==> config.mk <==
export PLATFORM = sky130hd
export DESIGN_NAME = key_bucket_hash
export DESIGN_NICKNAME = d
export VERILOG_FILES = /design/src/sv/kbh_pkg.sv /design/src/sv/kbh_iter.sv /design/src/sv/key_bucket_hash.sv
export SDC_FILE = /design/constraint.sdc
export NUM_CORES = 1
export LEC_CHECK = 0
export ABC_AREA = 1
export BUFFER_PORTS_ARGS = -buffer_cell sky130_fd_sc_hd__buf_2
export CAP_MARGIN = 20
export CORE_ASPECT_RATIO = 1.75
export CORE_MARGIN = 10
export CORE_UTILIZATION = 33
export CTS_CLUSTER_SIZE = 20
export DETAILED_ROUTE_END_ITERATION = 16
export SLEW_MARGIN = 20
export SYNTH_ARGS = -nofsm -noshare
export SYNTH_HDL_FRONTEND = slang
export SYNTH_HIERARCHICAL = 1
export SYNTH_SLANG_ARGS = --single-unit
==> constraint.sdc <==
create_clock -name i_clk -period 9.8 [get_ports i_clk]
set_clock_uncertainty 0.05 [all_clocks]
set_input_delay 2.45 -clock i_clk [delete_from_list [all_inputs] [get_ports i_clk]]
set_output_delay 2.45 -clock i_clk [all_outputs]
set_load 0.005 [all_outputs]
==> src/sv/kbh_pkg.sv <==
// Shared types and constants of the key bucket hash block.
`default_nettype none

package kbh_pkg;

    localparam int unsigned WordWidth = 32;
    localparam int unsigned ByteWidth = 8;
    localparam int unsigned StepCount = WordWidth;
    localparam int unsigned CountWidth = $clog2(StepCount);

    // Multiplier for integer keys in alternate mode.
    localparam logic [WordWidth-1:0] AltIntMult = 32'hB234_DD0B;

    // Input operation codes.
    localparam logic OperStringByte = 1'b0;
    localparam logic OperIntKey = 1'b1;

    // Hash mode codes.
    localparam logic ModeNormal = 1'b0;
    localparam logic ModeAlternate = 1'b1;

    typedef enum logic {
        OP_MUL = 1'b0,
        OP_MOD = 1'b1
    } t_iter_op;

    typedef struct packed {
        logic     start;
        t_iter_op op;
    } t_iter_ctl;

endpackage

`default_nettype wire

==> src/sv/kbh_iter.sv <==
// Shared bit-serial unit: 32x32 shift-add multiply or restoring remainder.
`default_nettype none

module kbh_iter (
    input  wire logic                            i_clk,
    input  wire logic                            i_rst_n,
    input  wire kbh_pkg::t_iter_ctl              i_ctl,
    input  wire logic [kbh_pkg::WordWidth-1:0]   i_opa,
    input  wire logic [kbh_pkg::WordWidth-1:0]   i_opb,
    output logic                                 o_done,
    output logic [kbh_pkg::WordWidth-1:0]        o_hi,
    output logic [kbh_pkg::WordWidth-1:0]        o_lo
);

    localparam int unsigned W = kbh_pkg::WordWidth;

    logic                              r_busy;
    logic                              r_done;
    kbh_pkg::t_iter_op                 r_op;
    logic [kbh_pkg::CountWidth-1:0]    r_cnt;
    logic [W-1:0]                      r_hi;
    logic [W-1:0]                      r_lo;
    logic [W-1:0]                      r_b;

    logic          is_mul;
    logic [W:0]    trial;
    logic [W:0]    add_x;
    logic [W:0]    add_y;
    logic [W+1:0]  sum;
    logic [W:0]    mul_sel;
    logic          last_step;

    // One adder serves both operations; subtraction inverts the operand.
    always_comb begin
        is_mul = (r_op == kbh_pkg::OP_MUL);
        trial = {r_hi, r_lo[W-1]};
        add_x = is_mul ? {1'b0, r_hi} : trial;
        add_y = is_mul ? {1'b0, r_b} : ~{1'b0, r_b};
        sum = {1'b0, add_x} + {1'b0, add_y} + {{(W+1){1'b0}}, !is_mul};
        mul_sel = r_lo[0] ? sum[W:0] : {1'b0, r_hi};
        last_step = (r_cnt == kbh_pkg::CountWidth'(kbh_pkg::StepCount - 1));
    end

    always_ff @(posedge i_clk) begin
        if (!i_rst_n) begin
            r_busy <= 1'b0;
            r_done <= 1'b0;
            r_cnt <= '0;
            r_op <= kbh_pkg::OP_MUL;
        end else begin
            r_done <= 1'b0;
            if (i_ctl.start) begin
                r_busy <= 1'b1;
                r_cnt <= '0;
                r_op <= i_ctl.op;
            end else if (r_busy) begin
                r_cnt <= r_cnt + kbh_pkg::CountWidth'(1);
                if (last_step) begin
                    r_busy <= 1'b0;
                    r_done <= 1'b1;
                end
            end
        end
    end

    always_ff @(posedge i_clk) begin
        if (i_ctl.start) begin
            r_hi <= '0;
            r_b <= (i_ctl.op == kbh_pkg::OP_MUL) ? i_opa : i_opb;
            r_lo <= (i_ctl.op == kbh_pkg::OP_MUL) ? i_opb : i_opa;
        end else if (r_busy) begin
            if (is_mul) begin
                r_hi <= mul_sel[W:1];
                r_lo <= {mul_sel[0], r_lo[W-1:1]};
            end else begin
                r_hi <= sum[W+1] ? sum[W-1:0] : trial[W-1:0];
                r_lo <= {r_lo[W-2:0], 1'b0};
            end
        end
    end

    assign o_done = r_done;
    assign o_hi = r_hi;
    assign o_lo = r_lo;

endmodule

`default_nettype wire

==> src/sv/key_bucket_hash.sv <==
// Top level of the key bucket hash block: key sequencing and result register.
`default_nettype none

// Usage: keys come in on the input channel (i_in_valid, o_in_stall). A string
// key is sent as one word per character and ends with a zero byte; an integer
// key is one word with i_operation set. Nonzero key bytes are folded into the
// running hash and give no result. A zero byte or an integer key gives one
// bucket index word on the output channel (o_out_valid, i_out_stall). The final
// step runs on one shared bit-serial unit that handles either the modulo
// (normal mode) or the multiply-high (alternate mode) at one bit per cycle. A
// result-producing word goes through the unit to the output register, and the
// next word is accepted once the result is there; an alternate-mode integer
// key uses the unit twice. A zero bucket count in normal mode skips the unit.
// o_in_stall is high while the unit is busy or a result waits for the output
// register. The output register is separate, so a new word is accepted while
// the previous result is still stalled by the receiver. The hash mode is
// written over the configuration channel, which is always ready; the user must
// write it only while the block is idle, as the block itself does not enforce
// it. Synchronous active-low reset selects normal mode, clears the running
// hash and marks the next byte as the start of a new key.
module key_bucket_hash (
    input  wire logic                           i_clk,
    input  wire logic                           i_rst_n,
    input  wire logic                           i_in_valid,
    output logic                                o_in_stall,
    input  wire logic                           i_operation,
    input  wire logic [kbh_pkg::ByteWidth-1:0]  i_key_byte,
    input  wire logic [kbh_pkg::WordWidth-1:0]  i_int_key,
    input  wire logic [kbh_pkg::WordWidth-1:0]  i_bucket_count,
    output logic                                o_out_valid,
    input  wire logic                           i_out_stall,
    output logic [kbh_pkg::WordWidth-1:0]       o_bucket_index,
    input  wire logic                           i_cfg_valid,
    output logic                                o_cfg_ready,
    input  wire logic                           i_cfg_hash_mode
);

    localparam int unsigned W = kbh_pkg::WordWidth;

    typedef enum logic [1:0] {
        ST_IDLE,
        ST_MUL_KEY,
        ST_FINAL,
        ST_DONE
    } t_state;

    t_state              r_state, n_state;
    logic                r_mode;
    logic [W-1:0]        r_acc, n_acc;
    logic                r_first, n_first;
    logic [W-1:0]        r_key, n_key;
    logic [W-1:0]        r_buckets, n_buckets;
    logic [W-1:0]        r_opa, n_opa;
    logic [W-1:0]        r_opb, n_opb;
    kbh_pkg::t_iter_ctl  r_ctl, n_ctl;
    logic [W-1:0]        r_result, n_result;
    logic                r_out_valid, n_out_valid;
    logic [W-1:0]        r_bucket_index, n_bucket_index;

    logic          unit_done;
    logic [W-1:0]  unit_hi;
    logic [W-1:0]  unit_lo;

    logic          in_accept;
    logic          out_free;
    logic [W-1:0]  char_ext;
    logic [W-1:0]  first_h;
    logic [W-1:0]  rot;
    logic [W-1:0]  alt_next;
    logic [W-1:0]  djb_next;
    logic [W-1:0]  end_h;
    logic [W-1:0]  scr_h;
    logic [W-1:0]  fold_h;

    kbh_iter u_iter (
        .i_clk   (i_clk),
        .i_rst_n (i_rst_n),
        .i_ctl   (r_ctl),
        .i_opa   (r_opa),
        .i_opb   (r_opb),
        .o_done  (unit_done),
        .o_hi    (unit_hi),
        .o_lo    (unit_lo)
    );

    // Per-byte mixing, the end-of-key scramble and the integer-key fold are
    // all short shift/xor/add chains and stay combinational.
    always_comb begin
        char_ext = {{(W - kbh_pkg::ByteWidth){i_key_byte[kbh_pkg::ByteWidth-1]}},
                    i_key_byte};
        first_h = char_ext;
        if (r_mode == kbh_pkg::ModeAlternate) begin
            first_h = first_h ^ (first_h << 8);
            first_h = first_h ^ (first_h >> 3);
        end
        rot = {r_acc[12:0], r_acc[W-1:13]};
        alt_next = (r_acc + char_ext + W'(1)) ^ rot;
        djb_next = (r_acc << 5) + r_acc + char_ext;
        end_h = r_first ? '0 : r_acc;
        scr_h = end_h ^ (end_h << 4);
        scr_h = scr_h + (scr_h << 24);
        fold_h = unit_lo + ((unit_hi << 15) ^ r_key);
    end

    assign in_accept = i_in_valid && !o_in_stall;
    assign out_free = !r_out_valid || !i_out_stall;

    always_comb begin
        n_state = r_state;
        n_acc = r_acc;
        n_first = r_first;
        n_key = r_key;
        n_buckets = r_buckets;
        n_opa = r_opa;
        n_opb = r_opb;
        n_ctl = '{start: 1'b0, op: r_ctl.op};
        n_result = r_result;
        n_out_valid = r_out_valid && i_out_stall;
        n_bucket_index = r_bucket_index;

        unique case (r_state)
            ST_IDLE: begin
                if (in_accept) begin
                    n_key = i_int_key;
                    n_buckets = i_bucket_count;
                    if (i_operation == kbh_pkg::OperIntKey) begin
                        if (r_mode == kbh_pkg::ModeAlternate) begin
                            n_opa = i_int_key;
                            n_opb = kbh_pkg::AltIntMult;
                            n_ctl = '{start: 1'b1, op: kbh_pkg::OP_MUL};
                            n_state = ST_MUL_KEY;
                        end else if (i_bucket_count == '0) begin
                            n_result = '0;
                            n_state = ST_DONE;
                        end else begin
                            n_opa = i_int_key;
                            n_opb = i_bucket_count;
                            n_ctl = '{start: 1'b1, op: kbh_pkg::OP_MOD};
                            n_state = ST_FINAL;
                        end
                    end else if (i_key_byte == '0) begin
                        // End of a string key: finish it and start afresh.
                        n_acc = '0;
                        n_first = 1'b1;
                        if (r_mode == kbh_pkg::ModeAlternate) begin
                            n_opa = scr_h;
                            n_opb = i_bucket_count;
                            n_ctl = '{start: 1'b1, op: kbh_pkg::OP_MUL};
                            n_state = ST_FINAL;
                        end else if (i_bucket_count == '0) begin
                            n_result = '0;
                            n_state = ST_DONE;
                        end else begin
                            n_opa = end_h;
                            n_opb = i_bucket_count;
                            n_ctl = '{start: 1'b1, op: kbh_pkg::OP_MOD};
                            n_state = ST_FINAL;
                        end
                    end else begin
                        n_first = 1'b0;
                        if (r_first) begin
                            n_acc = first_h;
                        end else if (r_mode == kbh_pkg::ModeAlternate) begin
                            n_acc = alt_next;
                        end else begin
                            n_acc = djb_next;
                        end
                    end
                end
            end
            ST_MUL_KEY: begin
                if (unit_done) begin
                    n_opa = fold_h;
                    n_opb = r_buckets;
                    n_ctl = '{start: 1'b1, op: kbh_pkg::OP_MUL};
                    n_state = ST_FINAL;
                end
            end
            ST_FINAL: begin
                // Both the remainder and the high product word end in unit_hi.
                if (unit_done) begin
                    n_result = unit_hi;
                    n_state = ST_DONE;
                end
            end
            ST_DONE: begin
                if (out_free) begin
                    n_out_valid = 1'b1;
                    n_bucket_index = r_result;
                    n_state = ST_IDLE;
                end
            end
            default: n_state = ST_IDLE;
        endcase
    end

    always_ff @(posedge i_clk) begin
        if (!i_rst_n) begin
            r_state <= ST_IDLE;
            r_mode <= kbh_pkg::ModeNormal;
            r_acc <= '0;
            r_first <= 1'b1;
            r_ctl <= '{start: 1'b0, op: kbh_pkg::OP_MUL};
            r_out_valid <= 1'b0;
        end else begin
            r_state <= n_state;
            if (i_cfg_valid && o_cfg_ready) begin
                r_mode <= i_cfg_hash_mode;
            end
            r_acc <= n_acc;
            r_first <= n_first;
            r_ctl <= n_ctl;
            r_out_valid <= n_out_valid;
        end
        r_key <= n_key;
        r_buckets <= n_buckets;
        r_opa <= n_opa;
        r_opb <= n_opb;
        r_result <= n_result;
        r_bucket_index <= n_bucket_index;
    end

    assign o_in_stall = (r_state != ST_IDLE);
    assign o_out_valid = r_out_valid;
    assign o_bucket_index = r_bucket_index;
    assign o_cfg_ready = 1'b1;

endmodule

`default_nettype wire

==> results.yml, run 1 <==
routing:
  detail_route.wl_per_cell_um: 20.6
  firstDrtPassIters: 6
  ant_nets: 0
  drt-initial-drc-count: 1629
  route.detailed.drc: 0
  detailroute.via_count: 24900
  finalWirelength_um: 99400
  detail_route.vias_per_cell: 5.15
yosys:
  synth_edf_count: 256
  synthFlopType: "edfxtp_1"
  synth.cell_area_um2: 26600
  yosys_warnings: 6
  synth_area_per_cell_um2: 7.15
  synth_nets: 3966
  netlist_instances: 3715
  synthArstFlopShare: 0
  postSynthRegisterBits: 335
  sequential_cell_area_fraction_in_the_yosys_report: 0.349
  synthDistinctLibCells: 67
pwr:
  vdd_drop_max_mv: 0.156
  design_power_total_mw: 7.46
  power.leakage_nw: 13.4
  power_density_nw_per_um2: 254
cts:
  tritoncts: "done"
  cts_post_setup_buffers_inserted: 0
  cts-buffers-inserted: 35
  cts_resized: 0
  worst_skew_pair.late_latency_ps: 560
  cts_hold_repair.buffers: 0
  cts.root.buffer_cell: "clkbuf_16"
  clock_tree.buffer_depth: 3
  clk_pin_slew_ps: 60
  h-tree-depth: 2
  clock_sinks: 335
floorplan:
  initial_core_utilization: 0.333
  fp.dieH_um: 395
  dieWidth_um: 235
  std_cell_rows: 137
  design.die.area_um2: 92700
  core_region_area_um2: 79900
  io_pins: 114
layout:
  seqCellArea_um2: 9280
  synth_to_layout_area_growth_pct: 10.4
  final-instance-count-excl-fill: 4831
  post_layout_utilization_of_the_core: 0.367
  fillCellCount: 8602
  drive_above_1_share: 0.0803
  design.final.nets: 4013
  multi_input_comb_area_um2: 14700
global_routing:
  number_of_antenna_violations_at_the_first_check_in_global_routing: 13
  gr-total-overflow: 0
  grt_pass1_wl_um: 147000
  maximum_number_of_pins_on_one_net_before_global_route_repair: 131
  grt.total_usage: 0.209
  first_global_vias: 24700
setup_path:
  end_kind: "flip-flop"
  timing.setup.critical_path_class: "primary input to flip-flop"
  cp_max_fo: 34
  cp-start-kind: "primary input"
  cp_cell_sequence: "buf_4 > buf_4 > fa_1 > ha_1 > nand2_2 > inv_1 > a21oi_1 > nand2_1 > nand2_1 > nand3_1 > nand2_1 > nand3_1 > nand2_1 > nand2_1 > nand2_1 > a21oi_1"
  worst_path_max_delay_cell: "buf_4"
  critical_path_rt_ps: 10150
  critical-path-max-stage-delay_ps: 620
  crit_arrival_ps: 5790
  critical-path-top-cell-by-count: "nand2_1"
placement:
  buffer_ports.inserted: 112
  placed_cells_incl_taps: 4766
  place_congestion: 1.00
  hpwlAfterDp_um: 78600
sta:
  finalSetupTns_ps: 0
  hold_violations: 0
  fin_worst_hold_slack_ps: 363
  timing.fmax_mhz: 184
  number_of_slew_limit_violations_in_the_final_report: 0
  tightestPinTransition_ps: 1080
  min_tclk_post_route_ps: 5450
  max_slew_margin: 0.276
  final.period_utilization: 0.556
  setup_viol: 0
  grt_setup_unrepaired: "no"
min_path:
  timing.hold.worst.class: "flip-flop to flip-flop"
flow_run:
  max_capacitance_violation_total: 0
run_status:
  status: "finished, final reports clean"
==> kinds of logic (layout without fill, tap and decap cells) <==
logic type / count (synthesis) / in the layout / share of synthesized area
AND/OR/NAND/NOR: 1660 / 1660 / 0.261
AO/OA/AOI/OAI: 749 / 749 / 0.159
buffers and inverters: 672 / 745 / 0.0992
flip-flops: 335 / 335 / 0.349
adder cells (fa/ha/maj): 172 / 172 / 0.0906
XOR/XNOR: 126 / 126 / 0.0415
other: 1 / 2 / 0.000141
==> sequential cells by signal, summed over array words and instances (netlist names) <==
| name | flops |
|---|---|
| r_acc | 32 |
| r_key | 32 |
| r_mode | 1 |
| r_buckets | 32 |
| u_iter/o_lo | 32 |
| r_ctl | 2 |
| o_out_valid | 1 |
| r_opa | 32 |
| r_first | 1 |
| r_state | 2 |
| u_iter/o_hi | 32 |
| u_iter/r_cnt | 5 |
| u_iter/r_b | 32 |
| o_bucket_index | 32 |
| u_iter/r_op | 1 |
| r_result | 32 |
| u_iter/r_busy | 1 |
| u_iter/o_done | 1 |
| r_opb | 32 |
==> cell usage after synthesis (37+ instances only) <==
| cell | instances | area [µm²] |
|---|---|---|
| nor2_1 | 280 | 1050 |
| ha_1 | 138 | 1730 |
| a21oi_1 | 283 | 1420 |
| xor2_1 | 89 | 780 |
| dfxtp_1 | 79 | 1580 |
| xnor2_1 | 37 | 324 |
| inv_1 | 535 | 2010 |
| edfxtp_1 | 256 | 7690 |
| nand2_1 | 1041 | 3910 |
| nand3_1 | 185 | 926 |
| o21ai_0 | 283 | 1420 |
| clkbuf_1 | 74 | 278 |
==> stage by stage <==
step,instance area (µm²),setup WS (ps)
4_1_cts,29300,3930
3_5_place_dp,28100,3360
3_3_place_gp,28100,3400
5_1_grt,29300,4150
6_report,29300,4350
2_1_floorplan,26600,3360
==> area by class of cell <==
cell class	instances	area share
inverters	549	0.0703
diodes	1	0.0000853
well taps	1042	0.0444
repair buffers	133	0.0255
clock buffers	43	0.0330
multi-input cells	2708	0.502
clock inverters	20	0.00887
flip-flops and latches	335	0.316
==> power breakdown <==
part | total (mW) | switching [mW] | internal (mW)
clock | 1.45 | 0.608 | 0.843
sequential | 2.39 | 0.409 | 1.99
combinational | 3.61 | 2.47 | 1.14
==> final timing paths <==
path / start / end / slack [ps] / cells after the start
hold / removal: r_result[23] / o_bucket_index[23] / 360 / 0
hold reg to reg: r_result[23] / o_bucket_index[23] / 360 / 0
setup reg to reg: u_iter/r_op / u_iter/o_hi[18] / 5440 / 11
setup / recovery: i_key_byte[7] / r_acc[25] / 4350 / 16
==> cell usage in the layout (no fill, tap or decap), types with 75 or more instances in the layout <==
master / count
dfxtp_1: 75
nor2_1: 279
inv_1: 534
a21oi_1: 280
xor2_1: 89
buf_2: 111
nand3_1: 185
ha_1: 137
edfxtp_1: 256
o21ai_0: 283
nand2_1: 1041
==> per-layer routing <==
metal  vias to the layer above  GRT usage  wire length [µm]
met3                       365     0.0271              4840
met2                       832      0.394             52400
met5                         -          0                75
met4                        12      0.180              9850
li1                      12300          -                 -
met1                     11400      0.192             32200
==> worst max-delay path, delay by kind of cell <==
| kind | cells | cell delay, ps |
|---|---|---|
| adder cells (fa/ha/maj) | 2 | 880 |
| buffers and inverters | 3 | 980 |
| AO/OA/AOI/OAI | 2 | 410 |
| AND/OR/NAND/NOR | 9 | 1010 |
Note: power is estimated with default switching activity, not from simulation.
==> run 2: changes to the inputs <==
ABC_AREA = 0   (was 1)
clock period = 5.5 ns   (was 9.8 ns; I/O delays follow)
==> results.yml, run 2 <==
cts:
  tritoncts: "done"
  h-tree-depth: 2
  cts.root.buffer_cell: "clkbuf_16"
  clock_sinks: 335
  cts_hold_repair.buffers: 0
  cts-buffers-inserted: 36
  cts_resized: 0
  clk_pin_slew_ps: 70
  clock_tree.buffer_depth: 3
  cts_post_setup_buffers_inserted: 0
  worst_skew_pair.late_latency_ps: 580
floorplan:
  initial_core_utilization: 0.333
  design.die.area_um2: 84100
  core_region_area_um2: 71900
  std_cell_rows: 130
  fp.dieH_um: 376
  io_pins: 114
  dieWidth_um: 224
layout:
  design.final.nets: 2756
  drive_above_1_share: 0.137
  layout.cells.most_common_list: "256 x edfxtp_1, 254 x a21oi_1, 189 x nand2_1"
  synth_to_layout_area_growth_pct: 12.5
  final_common_cell: "edfxtp_1"
  finalInstanceArea_um2: 26900
  final-instance-count-excl-fill: 3459
sta:
  number_of_slew_limit_violations_in_the_final_report: 0
  min_tclk_post_route_ps: 4580
  hold_violations: 0
  worst_path_setup_slack_after_routing_ps: 923
  setup_viol: 0
  grt_setup_unrepaired: "no"
  tightestPinTransition_ps: 1060
  timing.fmax_mhz: 218
  max_slew_margin: 0.295
  finalSetupTns_ps: 0
  final.period_utilization: 0.832
placement:
  place_congestion: 1.01
  placedInstanceArea_um2: 25600
  hpwlAfterDp_um: 65100
  buffer_ports.inserted: 112
  placed_cells_incl_taps: 3391
  pre_cts_slack_ps: 384
min_path:
  timing.hold.worst.class: "flip-flop to flip-flop"
setup_path:
  cp_max_fo: 18
  cp-start-kind: "primary input"
  critical-path-top-cell-by-count: "a21oi_1"
  worst_path_max_delay_cell: "fa_1"
  critical_r2r_launch: "u_iter/r_op"
  cp.buffers_inverters: 3
  regToRegSetupSlack_ps: 1030
  crit_path_end: "r_acc[31]"
  critical-path-max-stage-delay_ps: 420
  worstReg2RegEnd: "u_iter/o_hi[27]"
  critical_path_rt_ps: 5920
  cp_top_family: "compound AO/OA/AOI/OAI gates"
  end_kind: "flip-flop"
  crit_arrival_ps: 5000
  worstSetupPathDepth: 15
  timing.setup.critical_path_class: "primary input to flip-flop"
  critPathLaunch: "i_key_byte[7]"
  cp_cell_sequence: "buf_2 > buf_12 > fa_1 > ha_1 > a21o_1 > a21oi_1 > o21bai_1 > a221oi_1 > o21ai_1 > a221oi_1 > buf_4 > xnor2_1 > a21oi_1 > a21oi_1 > o2bb2ai_1"
  r2r.worst_path.cells: 12
routing:
  route.detailed.drc: 0
  dr_wl_met3_um: 3890
  detailroute.via_count: 19600
  ant_nets: 0
  highest_signal_layer_in_the_routed_design: "met5"
  met2_length_um: 44900
  drt-initial-drc-count: 1244
  finalWirelength_um: 85000
  firstDrtPassIters: 5
  met1_length_um: 29100
  detail_route.vias_per_cell: 5.68
  detail_route.wl_per_cell_um: 24.6
flow_run:
  max_capacitance_violation_total: 0
global_routing:
  gr-total-overflow: 0
  number_of_antenna_violations_at_the_first_check_in_global_routing: 15
  first_global_vias: 20100
  grt.total_usage: 0.195
  maximum_number_of_pins_on_one_net_before_global_route_repair: 93
  grt_pass1_wl_um: 126000
yosys:
  postSynthRegisterBits: 335
  sequential_cell_area_fraction_in_the_yosys_report: 0.388
  synthFlopType: "edfxtp_1"
  synth_area_per_cell_um2: 9.82
  netlist_instances: 2436
  yosys_warnings: 6
  synth_top_cells_by_area: "edfxtp_1 32%, ha_1 7.2%, dfxtp_1 6.6%"
  synth_edf_count: 256
  synthDistinctLibCells: 97
  ys_top_cells_by_count: "256 x edfxtp_1, 255 x a21oi_1, 189 x nand2_1, 138 x ha_1, 137 x nor2_1"
  synthArstFlopShare: 0
  synth_nets: 2687
  synth.cell_area_um2: 23900
  synth_top_area_frac: 0.321
  synth.most_common_cell: "edfxtp_1"
  synth_largest_area_cell: "edfxtp_1"
pwr:
  power.leakage_nw: 10.5
  vdd_drop_max_mv: 0.212
  power_density_nw_per_um2: 506
  design_power_total_mw: 13.6
run_status:
  status: "finished, final reports clean"
run 2: changes by cell type after synthesis, moves of 55 or more:
cell      change
xnor2_1      +96
nor2b_1      +55
nand2_1     -852
nor2_1      -143
nand3_1     -156
a211oi_1     +81
mux2i_1      +71
inv_1       -470
mux2_2       +65
o21ai_0     -159
run 2: layout make-up:
| cell class | instances | area [µm²] |
|---|---|---|
| diodes | 3 | 7.51 |
| clock buffers | 45 | 1020 |
| clock inverters | 20 | 268 |
| fillers | 7233 | 45000 |
| inverters | 66 | 248 |
| multi-input cells | 1893 | 13900 |
| flip-flops and latches | 335 | 9280 |
| well taps | 924 | 1160 |
| repair buffers | 173 | 1060 |
run 2: kinds of logic after synthesis:
kind of cell | Yosys count | synth area share
other | 1 | 0.000157
adders and majority gates | 172 | 0.101
AOI/OAI and AO/OA | 769 | 0.211
and+or+nand+nor | 574 | 0.117
muxes | 137 | 0.0613
xor gates and xnor gates | 240 | 0.0879
buffers and inverters | 208 | 0.0345
DFF | 335 | 0.388
run 2: report_power, final:
| group | total [mW] | switching [mW] | leakage [nW] | internal [mW] |
|---|---|---|---|---|
| registers | 4.39 | 0.781 | 3.06 | 3.61 |
| logic | 6.53 | 3.89 | 6.78 | 2.64 |
| clock network | 2.71 | 1.14 | 0.623 | 1.57 |
run 2: how the worst min path moves through the flow:
stage	startpoint	endpoint	slack, ps	cells past startpoint
floorplan	r_result[0]	o_bucket_index[0]	350	0
global placement	r_result[20]	o_bucket_index[20]	360	0
detailed placement	r_result[15]	o_bucket_index[15]	350	0
CTS	r_result[21]	o_bucket_index[21]	360	0
global route	r_result[31]	o_bucket_index[31]	380	0
finish	r_result[21]	o_bucket_index[21]	360	0
run 2: through the flow:
step | utilization | hold slack, ps
4_1_cts | 0.374 | 363
5_1_grt | 0.374 | 377
6_report | 0.374 | 361
3_5_place_dp | 0.356 | 355
2_1_floorplan | - | 350
3_3_place_gp | 0.356 | 357
run 2: per-layer routing:
metal | up-vias | GRT usage
li1 | 9163 | -
met1 | 9541 | 0.188
met2 | 654 | 0.365
met3 | 265 | 0.0331
met4 | 24 | 0.147
met5 | - | 0
==> run 3: changes to the inputs <==
clock period = 4.6 ns   (was 5.5 ns; I/O delays follow)
==> results.yml, run 3 (same netlist as run 2, synthesis figures left out) <==
cts:
  worst_skew_pair.late_latency_ps: 570
  cts-buffers-inserted: 37
  cts_resized: 0
  clock_tree.buffer_depth: 3
  cts_post_setup_buffers_inserted: 0
  h-tree-depth: 2
  clk_pin_slew_ps: 60
  tritoncts: "done"
  cts.root.buffer_cell: "clkbuf_16"
  cts_hold_repair.buffers: 0
  clock_sinks: 335
pwr:
  design_power_total_mw: 16.6
  sequential_power_share: 0.313
  power_density_nw_per_um2: 595
  clock_power_share: 0.192
  power.leakage_nw: 11.1
  part_of_the_total_power_dissipated_in_combinational_logic: 0.494
  cellInternalPower_mw: 9.62
  p_sw_frac: 0.421
  switching_power_mw: 6.99
  vdd_drop_max_mv: 0.291
routing:
  route.detailed.drc: 0
  drt-initial-drc-count: 1079
  detail_route.vias_per_cell: 5.61
  finalWirelength_um: 87200
  firstDrtPassIters: 5
  ant_nets: 0
  detailroute.via_count: 20100
  detail_route.wl_per_cell_um: 24.3
layout:
  design.final.nets: 2887
  drive_above_1_share: 0.179
  synth_to_layout_area_growth_pct: 16.7
  final_common_cell: "edfxtp_1"
  fillCellCount: 7216
  post_layout_utilization_of_the_core: 0.388
  layout.cells.most_common_list: "256 x edfxtp_1, 254 x a21oi_1, 189 x nand2_1"
  final-instance-count-excl-fill: 3589
setup_path:
  regToRegSetupSlack_ps: 430
  cp-start-kind: "primary input"
  crit_arrival_ps: 4770
  cp_max_fo: 3
  end_kind: "flip-flop"
  r2r.worst_path.cells: 16
  critical_path_rt_ps: 5010
  timing.setup.critical_path_class: "primary input to flip-flop"
  worstReg2RegEnd: "r_acc[27]"
  critical_r2r_launch: "r_acc[1]"
placement:
  hpwlAfterDp_um: 68900
  buffer_ports.inserted: 112
  placed_cells_incl_taps: 3521
  place_congestion: 1.00
  pre_cts_slack_ps: -292
flow_run:
  max_capacitance_violation_total: 0
sta:
  final.period_utilization: 0.949
  setup_viol: 0
  number_of_slew_limit_violations_in_the_final_report: 0
  hold_violations: 0
  max_slew_margin: 0.298
  grt_setup_unrepaired: "no"
  min_tclk_post_route_ps: 4370
  worst_path_setup_slack_after_routing_ps: 234
  fin_worst_hold_slack_ps: 367
  tightestPinTransition_ps: 1050
  timing.fmax_mhz: 229
floorplan:
  std_cell_rows: 130
  initial_core_utilization: 0.333
  dieWidth_um: 224
  fp.dieH_um: 376
  core_region_area_um2: 71900
  io_pins: 114
  design.die.area_um2: 84100
min_path:
  worst_hold_launch: "r_result[29]"
  timing.hold.worst.class: "flip-flop to flip-flop"
  timing.hold.worst_endpoint: "o_bucket_index[29]"
  hold_path_depth: 0
global_routing:
  number_of_antenna_violations_at_the_first_check_in_global_routing: 14
  grt_pass1_wl_um: 129000
  gr-total-overflow: 0
  grt.total_usage: 0.200
  maximum_number_of_pins_on_one_net_before_global_route_repair: 87
  first_global_vias: 21100
run_status:
  status: "finished, final reports clean"
[run 3: through the flow]
| step | TNS [ps] | cell area (µm²) |
|---|---|---|
| after detailed placement | -1480 | 26600 |
| after global routing | 0 | 27900 |
| after global placement | -1150 | 26600 |
| after floorplan | 0 | 23900 |
| final | 0 | 27900 |
| after CTS | 0 | 27900 |
[run 3: worst max-delay path, cell delays in order]
cell,delay (ps)
buf_2,120
ha_1,310
ha_1,190
inv_1,70
fa_1,450
nor2b_1,200
o31ai_1,140
buf_4,160
a31oi_1,310
a31oi_1,170
buf_4,170
o21ai_1,470
a41o_1,280
a21oi_1,80
xor2_1,140
nor3_1,60
a311o_1,290
[run 3: power by group through the flow]
stage / sequential [mW] / combinational, mW / clock, mW
6_report: 5.20 / 8.21 / 3.20
5_1_grt: 5.28 / 8.93 / 3.38
4_1_cts: 5.20 / 8.19 / 3.28
3_5_place_dp: 5.26 / 8.14 / 0
3_3_place_gp: 5.24 / 8.04 / 0
2_1_floorplan: 4.80 / 5.75 / 0
[run 3: how the worst max path moves through the flow]
stage	start	to	slack (ps)	depth (start not counted)
floorplan	i_in_valid	r_result[0]	90	5
global placement	i_key_byte[7]	r_acc[29]	-270	16
detailed placement	i_key_byte[1]	r_acc[29]	-290	18
CTS	i_key_byte[1]	r_acc[29]	310	18
global route	i_key_byte[1]	r_acc[29]	70	18
finish	i_key_byte[1]	r_acc[27]	230	17
[run 3: layout make-up]
class / count / area [µm²] / share of cell area
timing repair buffer: 303 / 2070 / 0.0741
multi-input combinational: 1893 / 13900 / 0.497
antenna: 1 / 2.50 / 0.0000896
sequential: 335 / 9280 / 0.333
inverter: 66 / 248 / 0.00888
tap: 924 / 1160 / 0.0414
clock inverter: 22 / 263 / 0.00941
clock buffer: 45 / 1010 / 0.0361
[run 3: metal layers]
layer / vias to the layer above / routed length, µm / track usage
li1: 9430 / - / -
met4: 24 / 7930 / 0.165
met5: - / 152 / 0
met1: 9722 / 28500 / 0.183
met3: 299 / 4060 / 0.0326
met2: 662 / 46500 / 0.379
